`config.mk`:
```
export PLATFORM = sky130hd
export DESIGN_NAME = adc_channel_scan_sequencer_unit
export DESIGN_NICKNAME = d
export VERILOG_FILES = /design/src/sv/acss_pkg.sv /design/src/sv/acss_ctrl.sv /design/src/sv/acss_datapath.sv /design/src/sv/adc_channel_scan_sequencer_unit.sv
export SDC_FILE = /design/constraint.sdc
export NUM_CORES = 1
export LEC_CHECK = 0
export BUFFER_PORTS_ARGS = -buffer_cell sky130_fd_sc_hd__buf_2
export CAP_MARGIN = 20
export CELL_PAD_IN_SITES_DETAIL_PLACEMENT = 1
export CELL_PAD_IN_SITES_GLOBAL_PLACEMENT = 1
export CORE_ASPECT_RATIO = 2
export CORE_MARGIN = 2
export CORE_UTILIZATION = 55
export CTS_CLUSTER_SIZE = 24
export DETAILED_ROUTE_END_ITERATION = 6
export GPL_TIMING_DRIVEN = 0
export PLACE_DENSITY = 0.93
export RECOVER_POWER = 50
export SYNTH_ARGS = -nofsm -noshare
export SYNTH_HDL_FRONTEND = slang
export SYNTH_SLANG_ARGS = --single-unit
```
`constraint.sdc`:
```
create_clock -name clk -period 18 [get_ports clk]
set_input_delay 2.7 -clock clk [delete_from_list [all_inputs] [get_ports clk]]
set_output_delay 2.7 -clock clk [all_outputs]
set_load 0.05 [all_outputs]
```
`src/sv/acss_pkg.sv`:
```
// shared constants, codes and types of the adc channel scan sequencer
package acss_pkg;

    localparam int MAX_CHANNELS  = 8;
    localparam int NORM_BITS     = 15;
    localparam int TABLE_ENTRIES = 8;
    localparam int STORE_IDX_W   = (MAX_CHANNELS > 1) ? $clog2(MAX_CHANNELS) : 1;

    localparam int MODE_W     = 2;
    localparam int SAMPLE_W   = 16;
    localparam int RD_W       = 3;
    localparam int SCAN_W     = 4;
    localparam int ID_W       = 5;
    localparam int CFG_BYTE_W = 8;
    localparam int VALUE_W    = 16;
    localparam int CFG_IDX_W  = 3;
    localparam int CFG_DATA_W = 64;
    localparam int ID_TABLE_W = ID_W * TABLE_ENTRIES;
    localparam int CB_TABLE_W = CFG_BYTE_W * TABLE_ENTRIES;

    // item modes
    localparam logic [MODE_W-1:0] MODE_START = 2'd0;
    localparam logic [MODE_W-1:0] MODE_DONE  = 2'd1;
    localparam logic [MODE_W-1:0] MODE_READ  = 2'd2;

    // configuration register indexes
    localparam logic [CFG_IDX_W-1:0] CFG_CHANNEL_COUNT = 3'd0;
    localparam logic [CFG_IDX_W-1:0] CFG_ID_TABLE      = 3'd1;
    localparam logic [CFG_IDX_W-1:0] CFG_CFG1_TABLE    = 3'd2;
    localparam logic [CFG_IDX_W-1:0] CFG_CFG2_TABLE    = 3'd3;
    localparam logic [CFG_IDX_W-1:0] CFG_VREF          = 3'd4;

    localparam logic [SCAN_W-1:0]  COUNT_RESET = 4'd1;
    localparam logic [VALUE_W-1:0] VREF_RESET  = 16'd3300;

    // resolution codes from cfg1 bits 3:2
    localparam logic [1:0] RES_8BIT  = 2'd0;
    localparam logic [1:0] RES_12BIT = 2'd1;
    localparam int SHIFT_8BIT  = 7;
    localparam int SHIFT_12BIT = 3;
    localparam int SHIFT_OTHER = 5;

    typedef struct packed {
        logic capture;
        logic exec;
        logic mul;
    } acss_cmd_t;

endpackage

```
`src/sv/acss_ctrl.sv`:
```
// controller state machine: sequences capture, execute, multiply and output hold
module acss_ctrl (
    input  logic              clk,
    input  logic              rst_n,
    input  logic              in_valid,
    output logic              in_stall,
    output logic              out_valid,
    input  logic              out_stall,
    output acss_pkg::acss_cmd_t cmd
);
    import acss_pkg::*;

    typedef enum logic [1:0] {
        ST_IDLE,
        ST_EXEC,
        ST_MUL,
        ST_OUT
    } state_t;

    state_t state_reg;
    logic   in_stall_reg;
    logic   out_valid_reg;

    always_ff @(posedge clk or negedge rst_n)
    begin
        if (!rst_n)
        begin
            state_reg     <= ST_IDLE;
            in_stall_reg  <= 1'b0;
            out_valid_reg <= 1'b0;
        end
        else
        begin
            case (state_reg)
                ST_IDLE:
                begin
                    if (in_valid)
                    begin
                        state_reg    <= ST_EXEC;
                        in_stall_reg <= 1'b1;
                    end
                end
                ST_EXEC:
                begin
                    state_reg <= ST_MUL;
                end
                ST_MUL:
                begin
                    state_reg     <= ST_OUT;
                    out_valid_reg <= 1'b1;
                end
                ST_OUT:
                begin
                    if (!out_stall)
                    begin
                        state_reg     <= ST_IDLE;
                        out_valid_reg <= 1'b0;
                        in_stall_reg  <= 1'b0;
                    end
                end
                default:
                begin
                    state_reg     <= ST_IDLE;
                    out_valid_reg <= 1'b0;
                    in_stall_reg  <= 1'b0;
                end
            endcase
        end
    end

    assign in_stall    = in_stall_reg;
    assign out_valid   = out_valid_reg;
    assign cmd.capture = (state_reg == ST_IDLE) && in_valid;
    assign cmd.exec    = (state_reg == ST_EXEC);
    assign cmd.mul     = (state_reg == ST_MUL);

endmodule

```
`src/sv/acss_datapath.sv`:
```
// datapath: config registers, result store, scan state and millivolt multiply
module acss_datapath (
    input  logic                                clk,
    input  logic                                rst_n,
    input  acss_pkg::acss_cmd_t                 cmd,
    input  logic                                cfg_valid,
    output logic                                cfg_ready,
    input  logic [acss_pkg::CFG_IDX_W-1:0]      cfg_index,
    input  logic [acss_pkg::CFG_DATA_W-1:0]     cfg_data,
    input  logic [acss_pkg::MODE_W-1:0]         mode,
    input  logic [acss_pkg::SAMPLE_W-1:0]       sample,
    input  logic [acss_pkg::RD_W-1:0]           read_channel,
    output logic                                start_request,
    output logic [acss_pkg::ID_W-1:0]           start_input_id,
    output logic [acss_pkg::CFG_BYTE_W-1:0]     start_cfg1,
    output logic [acss_pkg::CFG_BYTE_W-1:0]     start_cfg2,
    output logic                                busy_res,
    output logic [acss_pkg::VALUE_W-1:0]        normalized_value,
    output logic [acss_pkg::VALUE_W-1:0]        millivolts,
    output logic                                channel_valid
);
    import acss_pkg::*;

    function automatic logic [ID_W-1:0] id_of(input logic [ID_TABLE_W-1:0] tbl,
                                             input logic [SCAN_W-1:0] k);
        logic [ID_W-1:0] r;
        r = '0;
        if (int'(k) < TABLE_ENTRIES)
            r = tbl[ID_W*int'(k[2:0]) +: ID_W];
        return r;
    endfunction

    function automatic logic [CFG_BYTE_W-1:0] byte_of(input logic [CB_TABLE_W-1:0] tbl,
                                                     input logic [SCAN_W-1:0] k);
        logic [CFG_BYTE_W-1:0] r;
        r = '0;
        if (int'(k) < TABLE_ENTRIES)
            r = tbl[CFG_BYTE_W*int'(k[2:0]) +: CFG_BYTE_W];
        return r;
    endfunction

    // configuration
    logic [SCAN_W-1:0]     count_reg;
    logic [ID_TABLE_W-1:0] id_table_reg;
    logic [CB_TABLE_W-1:0] cfg1_table_reg;
    logic [CB_TABLE_W-1:0] cfg2_table_reg;
    logic [VALUE_W-1:0]    vref_reg;

    // captured word
    logic [MODE_W-1:0]   mode_reg;
    logic [SAMPLE_W-1:0] sample_reg;
    logic [RD_W-1:0]     rd_reg;

    // scan state and stores
    logic [SCAN_W-1:0]  scan_reg;
    logic [SCAN_W-1:0]  scan_next;
    logic               pend_reg;
    logic               pend_next;
    logic [VALUE_W-1:0] store_reg [MAX_CHANNELS];
    logic [MAX_CHANNELS-1:0] flag_reg;

    // result word
    logic                  start_reg;
    logic [ID_W-1:0]       id_reg;
    logic [CFG_BYTE_W-1:0] c1_reg;
    logic [CFG_BYTE_W-1:0] c2_reg;
    logic                  busy_reg;
    logic [VALUE_W-1:0]    norm_reg;
    logic [VALUE_W-1:0]    mv_reg;
    logic                  cv_reg;

    logic                  store_we;
    logic                  start_c;
    logic [SCAN_W-1:0]     start_k;
    logic [SCAN_W-1:0]     scan_inc;
    logic [SCAN_W-1:0]     rd_ext;
    logic [VALUE_W-1:0]    value_c;
    logic [CFG_BYTE_W-1:0] rd_cfg1;
    logic                  cv_c;
    logic [VALUE_W-1:0]    norm_c;
    logic [2*VALUE_W-1:0]  prod;

    assign cfg_ready = 1'b1;
    assign scan_inc  = scan_reg + 4'd1;
    assign rd_ext    = {1'b0, rd_reg};
    assign prod      = norm_reg * vref_reg;

    always_comb
    begin
        scan_next = scan_reg;
        pend_next = pend_reg;
        store_we  = 1'b0;
        start_c   = 1'b0;
        start_k   = '0;
        value_c   = '0;
        rd_cfg1   = '0;
        cv_c      = 1'b0;
        norm_c    = '0;
        case (mode_reg)
            MODE_START:
            begin
                scan_next = '0;
                pend_next = 1'b1;
                start_c   = 1'b1;
            end
            MODE_DONE:
            begin
                // a completion while idle changes nothing
                if (pend_reg)
                begin
                    pend_next = 1'b0;
                    store_we  = (int'(scan_reg) < MAX_CHANNELS);
                    scan_next = scan_inc;
                    if (scan_inc != '0 && scan_inc < count_reg
                        && int'(scan_inc) < MAX_CHANNELS)
                    begin
                        pend_next = 1'b1;
                        start_c   = 1'b1;
                        start_k   = scan_inc;
                    end
                end
            end
            MODE_READ:
            begin
                if (int'(rd_ext) < MAX_CHANNELS)
                begin
                    value_c = store_reg[rd_ext[STORE_IDX_W-1:0]];
                    cv_c    = flag_reg[rd_ext[STORE_IDX_W-1:0]];
                    rd_cfg1 = byte_of(cfg1_table_reg, rd_ext);
                end
                case (rd_cfg1[3:2])
                    RES_8BIT:  norm_c = value_c << SHIFT_8BIT;
                    RES_12BIT: norm_c = value_c << SHIFT_12BIT;
                    default:   norm_c = value_c << SHIFT_OTHER;
                endcase
            end
            default:
            begin
            end
        endcase
    end

    always_ff @(posedge clk or negedge rst_n)
    begin
        if (!rst_n)
        begin
            count_reg      <= COUNT_RESET;
            id_table_reg   <= '0;
            cfg1_table_reg <= '0;
            cfg2_table_reg <= '0;
            vref_reg       <= VREF_RESET;
            scan_reg       <= '0;
            pend_reg       <= 1'b0;
            flag_reg       <= '0;
            for (int i = 0; i < MAX_CHANNELS; i++)
                store_reg[i] <= '0;
        end
        else
        begin
            if (cfg_valid && cfg_ready)
            begin
                case (cfg_index)
                    CFG_CHANNEL_COUNT: count_reg      <= cfg_data[SCAN_W-1:0];
                    CFG_ID_TABLE:      id_table_reg   <= cfg_data[ID_TABLE_W-1:0];
                    CFG_CFG1_TABLE:    cfg1_table_reg <= cfg_data[CB_TABLE_W-1:0];
                    CFG_CFG2_TABLE:    cfg2_table_reg <= cfg_data[CB_TABLE_W-1:0];
                    CFG_VREF:          vref_reg       <= cfg_data[VALUE_W-1:0];
                    default:
                    begin
                    end
                endcase
            end
            if (cmd.exec)
            begin
                scan_reg <= scan_next;
                pend_reg <= pend_next;
                if (store_we)
                begin
                    store_reg[scan_reg[STORE_IDX_W-1:0]] <= sample_reg;
                    flag_reg[scan_reg[STORE_IDX_W-1:0]]  <= 1'b1;
                end
            end
        end
    end

    always_ff @(posedge clk)
    begin
        if (cmd.capture)
        begin
            mode_reg   <= mode;
            sample_reg <= sample;
            rd_reg     <= read_channel;
        end
        if (cmd.exec)
        begin
            start_reg <= start_c;
            id_reg    <= start_c ? id_of(id_table_reg, start_k) : '0;
            c1_reg    <= start_c ? byte_of(cfg1_table_reg, start_k) : '0;
            c2_reg    <= start_c ? byte_of(cfg2_table_reg, start_k) : '0;
            busy_reg  <= pend_next;
            norm_reg  <= norm_c;
            cv_reg    <= cv_c;
        end
        if (cmd.mul)
            mv_reg <= prod[NORM_BITS +: VALUE_W];
    end

    assign start_request    = start_reg;
    assign start_input_id   = id_reg;
    assign start_cfg1       = c1_reg;
    assign start_cfg2       = c2_reg;
    assign busy_res         = busy_reg;
    assign normalized_value = norm_reg;
    assign millivolts       = mv_reg;
    assign channel_valid    = cv_reg;

endmodule

```
`src/sv/adc_channel_scan_sequencer_unit.sv`:
```
// adc channel scan sequencer top level: controller, datapath and checks
// throughput: one word in flight at a time; in_stall stays high from acceptance
// until the result leaves output hold, and out_valid is held there under out_stall;
// the controller walks capture, execute, multiply and output hold in turn
// reset: async active low; clears results, valid flags, scan state, and sets
// channel_count to 1, tables to 0 and vref to 3300 mv
module adc_channel_scan_sequencer_unit (
    input  logic                                clk,
    input  logic                                rst_n,
    input  logic                                in_valid,
    output logic                                in_stall,
    input  logic [acss_pkg::MODE_W-1:0]         mode,
    input  logic [acss_pkg::SAMPLE_W-1:0]       sample,
    input  logic [acss_pkg::RD_W-1:0]           read_channel,
    output logic                                out_valid,
    input  logic                                out_stall,
    output logic                                start_request,
    output logic [acss_pkg::ID_W-1:0]           start_input_id,
    output logic [acss_pkg::CFG_BYTE_W-1:0]     start_cfg1,
    output logic [acss_pkg::CFG_BYTE_W-1:0]     start_cfg2,
    output logic                                busy_res,
    output logic [acss_pkg::VALUE_W-1:0]        normalized_value,
    output logic [acss_pkg::VALUE_W-1:0]        millivolts,
    output logic                                channel_valid,
    input  logic                                cfg_valid,
    output logic                                cfg_ready,
    input  logic [acss_pkg::CFG_IDX_W-1:0]      cfg_index,
    input  logic [acss_pkg::CFG_DATA_W-1:0]     cfg_data
);
    import acss_pkg::*;

    acss_cmd_t cmd;

    acss_ctrl u_ctrl (
        .clk       (clk),
        .rst_n     (rst_n),
        .in_valid  (in_valid),
        .in_stall  (in_stall),
        .out_valid (out_valid),
        .out_stall (out_stall),
        .cmd       (cmd)
    );

    acss_datapath u_datapath (
        .clk              (clk),
        .rst_n            (rst_n),
        .cmd              (cmd),
        .cfg_valid        (cfg_valid),
        .cfg_ready        (cfg_ready),
        .cfg_index        (cfg_index),
        .cfg_data         (cfg_data),
        .mode             (mode),
        .sample           (sample),
        .read_channel     (read_channel),
        .start_request    (start_request),
        .start_input_id   (start_input_id),
        .start_cfg1       (start_cfg1),
        .start_cfg2       (start_cfg2),
        .busy_res         (busy_res),
        .normalized_value (normalized_value),
        .millivolts       (millivolts),
        .channel_valid    (channel_valid)
    );

    // no new word while a result is still held
    assert property (@(posedge clk) disable iff (!rst_n)
        !(in_valid && !in_stall && out_valid))
        else $error("word accepted while result pending");

    // result shows up once the accepted word has passed the execute and multiply states
    assert property (@(posedge clk) disable iff (!rst_n)
        (in_valid && !in_stall) |-> ##3 out_valid)
        else $error("result latency mismatch");

    // a started conversion always leaves the scan busy
    assert property (@(posedge clk) disable iff (!rst_n)
        (out_valid && start_request) |-> busy_res)
        else $error("start without busy");

    // an unconverted channel reads as zero
    assert property (@(posedge clk) disable iff (!rst_n)
        (out_valid && !channel_valid) |-> (normalized_value == '0 && millivolts == '0))
        else $error("nonzero value on invalid channel");

endmodule

```
### Yosys cells after proc, flatten, opt, wreduce, memory -nomap -nowiden

Index checks and enable logic that the tools add are counted.

* $add $sub $neg: 1
* multiply operators: 2
* reduce and logical (&&, ||, !) cells: 25
* shift-type cells: 4
* bitwise gates (word level): 3
* mux-type cells: 32
* order comparisons: 11
* equality and inequality tests: 13

Operators with widths (count)
* $bwmux W128: 1
* $shiftx A64 B7 Y8: 2
* $shiftx A64 B7 Y4: 1
* $bmux W16 S3: 1
* $demux W16 S3: 1
* $shiftx A40 B32 Y5: 1
* $mux W13: 3
* $pmux W16 S2: 1
* $mul A16 B16 Y31: 1
* $mux W4: 6
* $reduce_and A2 Y1: 10
* $mux W16: 1
* $lt A3 B4 Y1 const B: 3
* $lt A4 B4 Y1 const B: 3
* $ge A4 B4 Y1 const B: 2
* $mux W1: 8
* $not A3 Y4: 2
* $or A8 B8 Y8: 1
* $pmux W1 S2: 4
* $pmux W2 S4: 1
* $pmux W4 S2: 1
* $eq A2 B1 Y1 const B: 3
* $eq A2 B2 Y1 const B: 3
* $eq A3 B2 Y1 const B: 2
* other kinds (18): 29

* word-level logic and storage cells: 121
* flip-flop bits (word level): 410
* output and inout port bits: 59
* input bits: 93

### Longest topological paths before layout

* depth in word-level cells: 9
* depth in mapped cells: 22
* depth with buffers taken out: 20

### Cells and area by module

Synthesis repeated with hierarchy kept, for this count alone.

* cell total of the unflattened synthesis: 1993
* area, all modules: 24030.5 µm²

By module, submodules not included
* acss_datapath: sequential area each 9773.1 µm², area each 23730.3 µm², instances 1, cells each 1964
* acss_ctrl: sequential area each 100.1 µm², area each 300.3 µm², instances 1, cells each 29

### Least setup slack after synthesis

Ideal clock, no wire load.

* path type: flip-flop to flip-flop
* start point: register u_datapath.norm_reg[14], in the netlist u_datapath.normalized_value[14]
* end point: register u_datapath.mv_reg[15], in the netlist u_datapath.millivolts[15] (data pin)
* data arrival time: 5.868 ns
* clock period less this slack: 6.130 ns
* library setup time: 0.261 ns
* stages on the path, launching flop included: 20
* slack: 11.870 ns
* path buffers: 1
* data required time: 17.739 ns
* cell sequence: edfxtp_1 > clkbuf_1 > nand2_1 > fa_1 > fa_1 > inv_1 > fa_1 > fa_1 > fa_1 > inv_1 > fa_1 > inv_1 > ha_1 > and3_1 > nor3b_1 > a22oi_1 > nand3_1 > a2111oi_2 > o21ai_0 > xnor2_1

* word-level cells in the longest chain between the ends: 1

RTL lines
* start: declaration: RTL line acss_datapath.sv:68 `logic [VALUE_W-1:0] norm_reg;`
* start signal: assignment: RTL line acss_datapath.sv:201 `norm_reg <= norm_c;`
* $mul A16 B16 Y31: RTL line acss_datapath.sv:86 `assign prod = norm_reg * vref_reg;`
* net u_datapath.prod[30]: RTL line acss_datapath.sv:81 `logic [2*VALUE_W-1:0] prod;`
* end signal: assignment: RTL line acss_datapath.sv:205 `mv_reg <= prod[NORM_BITS +: VALUE_W];`
* end: declaration: RTL line acss_datapath.sv:69 `logic [VALUE_W-1:0] mv_reg;`

The timed path passes the listed nets, and every way through them passes these cells.
A chain may end at the register's enable or synchronous reset.

==> impl_metrics.tcl <==
set metrics [dict create \
    viasPerCell 6.76 \
    gp_congestion 0.943 \
    final_common_cell "dfrtp_1" \
    die_w_um 150 \
    path_common_cell "clkbuf_1" \
    die-area_um2 44700 \
    reg2regPathDepth 19 \
    mostFrequentLayoutCells "dfrtp_1, mux2_2, inv_1" \
    core_area_um2 42400 \
    rsz0062_at_grt "false" \
    avgSynthCellArea_um2 12.1 \
    area_growth_pct 10.9 \
    root_buffer "clkbuf_16" \
    cts.htree.levels 2 \
    dp_hpwl_um 59000 \
    routed-via-count 18300 \
    start_util_pct 55.6 \
    slew_violations 214 \
    cts.sinks 380 \
    ys_seq_elements 380 \
    first_global_vias 21200 \
    wl_per_cell_um 32.9 \
    setup_violations 0 \
    antenna_found_initial 9 \
    tightest_slew_ps 5100 \
    cpMaxStageDelayCell "clkbuf_1" \
    max_stage_delay_ps 3760 \
    synth_enable_flop_cells 71 \
    synth.area.top_cells "dfrtp_1, mux2_2, fa_1" \
    cp.required_ps 17440 \
    cp.arrival_ps 9990 \
    die_y_um 297 \
    ys.flop_type "dfrtp_1" \
    min_period_ps 10540 \
    relSlewSlack_pct -240 \
    drt_pass1_iterations 5 \
    cts_made_buffers 35 \
    fin_setup_tns_ps 0 \
    clkTransAtPathRegs_ps 80 \
    critPathBufInv 2 \
    cts_tree "built" \
    synth_warnings 0 \
    grt_first_pass_wirelength_um 135000 \
    clock_latency_ps 560 \
    drive_gt1_share_pct 24.7 \
    timing.final.crit_share_pct 58.6 \
    cts.repair.resized 0 \
    drcViolationCount 0 \
    synth_cells 1944 \
    drv_cap 4 \
    hold_depth 1 \
    nets 2478 \
    rows 107 \
    clock_skew_ps 26.3 \
    critPathMaxFanout 94 \
    hold_path.class "reg -> reg" \
    cp_cell_sequence "clkbuf_1, clkbuf_1" \
    synth_top_area_cell "dfrtp_1" \
    fmax_ghz 0.0948 \
    first_iter_violations 1423 \
    synth.top_cell.area_share_pct 32.0 \
    hold_violations 0 \
    num_io_pins 152 \
    largest_register_ffs 104 \
    finalWirelength_um 89200 \
    grt_use_total_pct 41.3 \
    grt_max_degree 133 \
    worst_setup_path_end_kind "async pin" \
    status "complete, but fails checks" \
    post_synth_num_cell_types 64 \
    seq_area_frac_synth_pct 41.9 \
    grt-ovfl-total 0 \
    post_cts_buffers 0 \
    crit_cells 2 \
    startpoint_type "input pin" \
    holdBufCountCts 0 \
    crit_type "in -> async" \
    violations "capacitance limit, slew limit" \
    port_buffers 144 \
    cp_top_family "buffers and inverters" \
    netlist_area_um2 23600 \
    async_flop_share_pct 81.3 \
    ant_nets 0 \
    cts_max_path_buffers 3 \
]
-- metrics by stage --
stage / utilization (%) / instances / hold slack (ps) / instance area [µm²] / setup slack, ps
2_1_floorplan: - / 1946 / 429 / 23600 / 11870
5_1_grt: 61.6 / 2710 / 496 / 26100 / 6170
6_report: 61.6 / 2711 / 475 / 26100 / 7460
4_1_cts: 61.8 / 2702 / 475 / 26200 / 10540
3_5_place_dp: 59.1 / 2638 / 457 / 25100 / 10590
3_3_place_gp: 58.9 / 2635 / 445 / 25000 / 8780
-- cell usage after synthesis, types with 32 or more instances --
library cell	number
dfrtp_1	302
mux2_2	280
inv_1	208
fa_1	150
nand2_1	142
ha_1	102
and2_1	98
a21oi_1	89
mux2i_1	77
edfxtp_1	71
clkbuf_1	70
o21ai_0	49
nor2_1	37
mux4_2	32
-- layer usage --
metal / GRT usage (%) / wire length (µm) / vias up
li1: - / - / 7040
met1: 40.5 / 26600 / 9220
met2: 69.1 / 44700 / 1355
met3: 9.94 / 6640 / 711
met4: 39.2 / 11300 / 6
met5: 0 / 46 / -
-- layout make-up --
| type | count | area, µm² |
|---|---|---|
| Antenna cell | 6 | 15.0 |
| Clock buffer | 46 | 988 |
| Timing Repair Buffer | 150 | 758 |
| Clock inverter | 18 | 171 |
| Multi-Input combinational cell | 1246 | 12400 |
| Inverter | 208 | 781 |
| Fill cell | 4212 | 16300 |
| Buffer | 112 | 464 |
| Tap cell | 545 | 682 |
| Sequential cell | 380 | 9870 |
-- cells by family (layout without fill, tap and decap cells) --
logic type	count (synthesis)	after routing	share of synthesized area (%)
compound gates	230	230	6.21
xor+xnor	22	22	0.817
fa+ha+maj	252	252	18.1
buf+inv	320	534	5.36
flops	380	380	41.9
mux	402	402	20.5
other cells	2	10	0.0318
simple gates	336	336	7.10
-- worst paths after layout --
| check | end | startpoint | slack [ps] |
|---|---|---|---|
| hold reg to reg | u_datapath.flag_reg[6] | u_datapath.flag_reg[6] | 480 |
| setup / recovery | u_datapath.id_table_reg[18] | rst_n | 7460 |
| max in group clk | u_datapath.millivolts[15] | u_datapath.normalized_value[6] | 10370 |
| setup reg to reg | u_datapath.millivolts[15] | u_datapath.normalized_value[6] | 10370 |
| hold / removal | u_datapath.flag_reg[6] | u_datapath.flag_reg[6] | 480 |
| min in group asynchronous | u_datapath.cfg2_table_reg[49] | rst_n | 3860 |
Power is not shown: default switching activity piles up to over one toggle a cycle in this logic, so the estimate is an artifact.
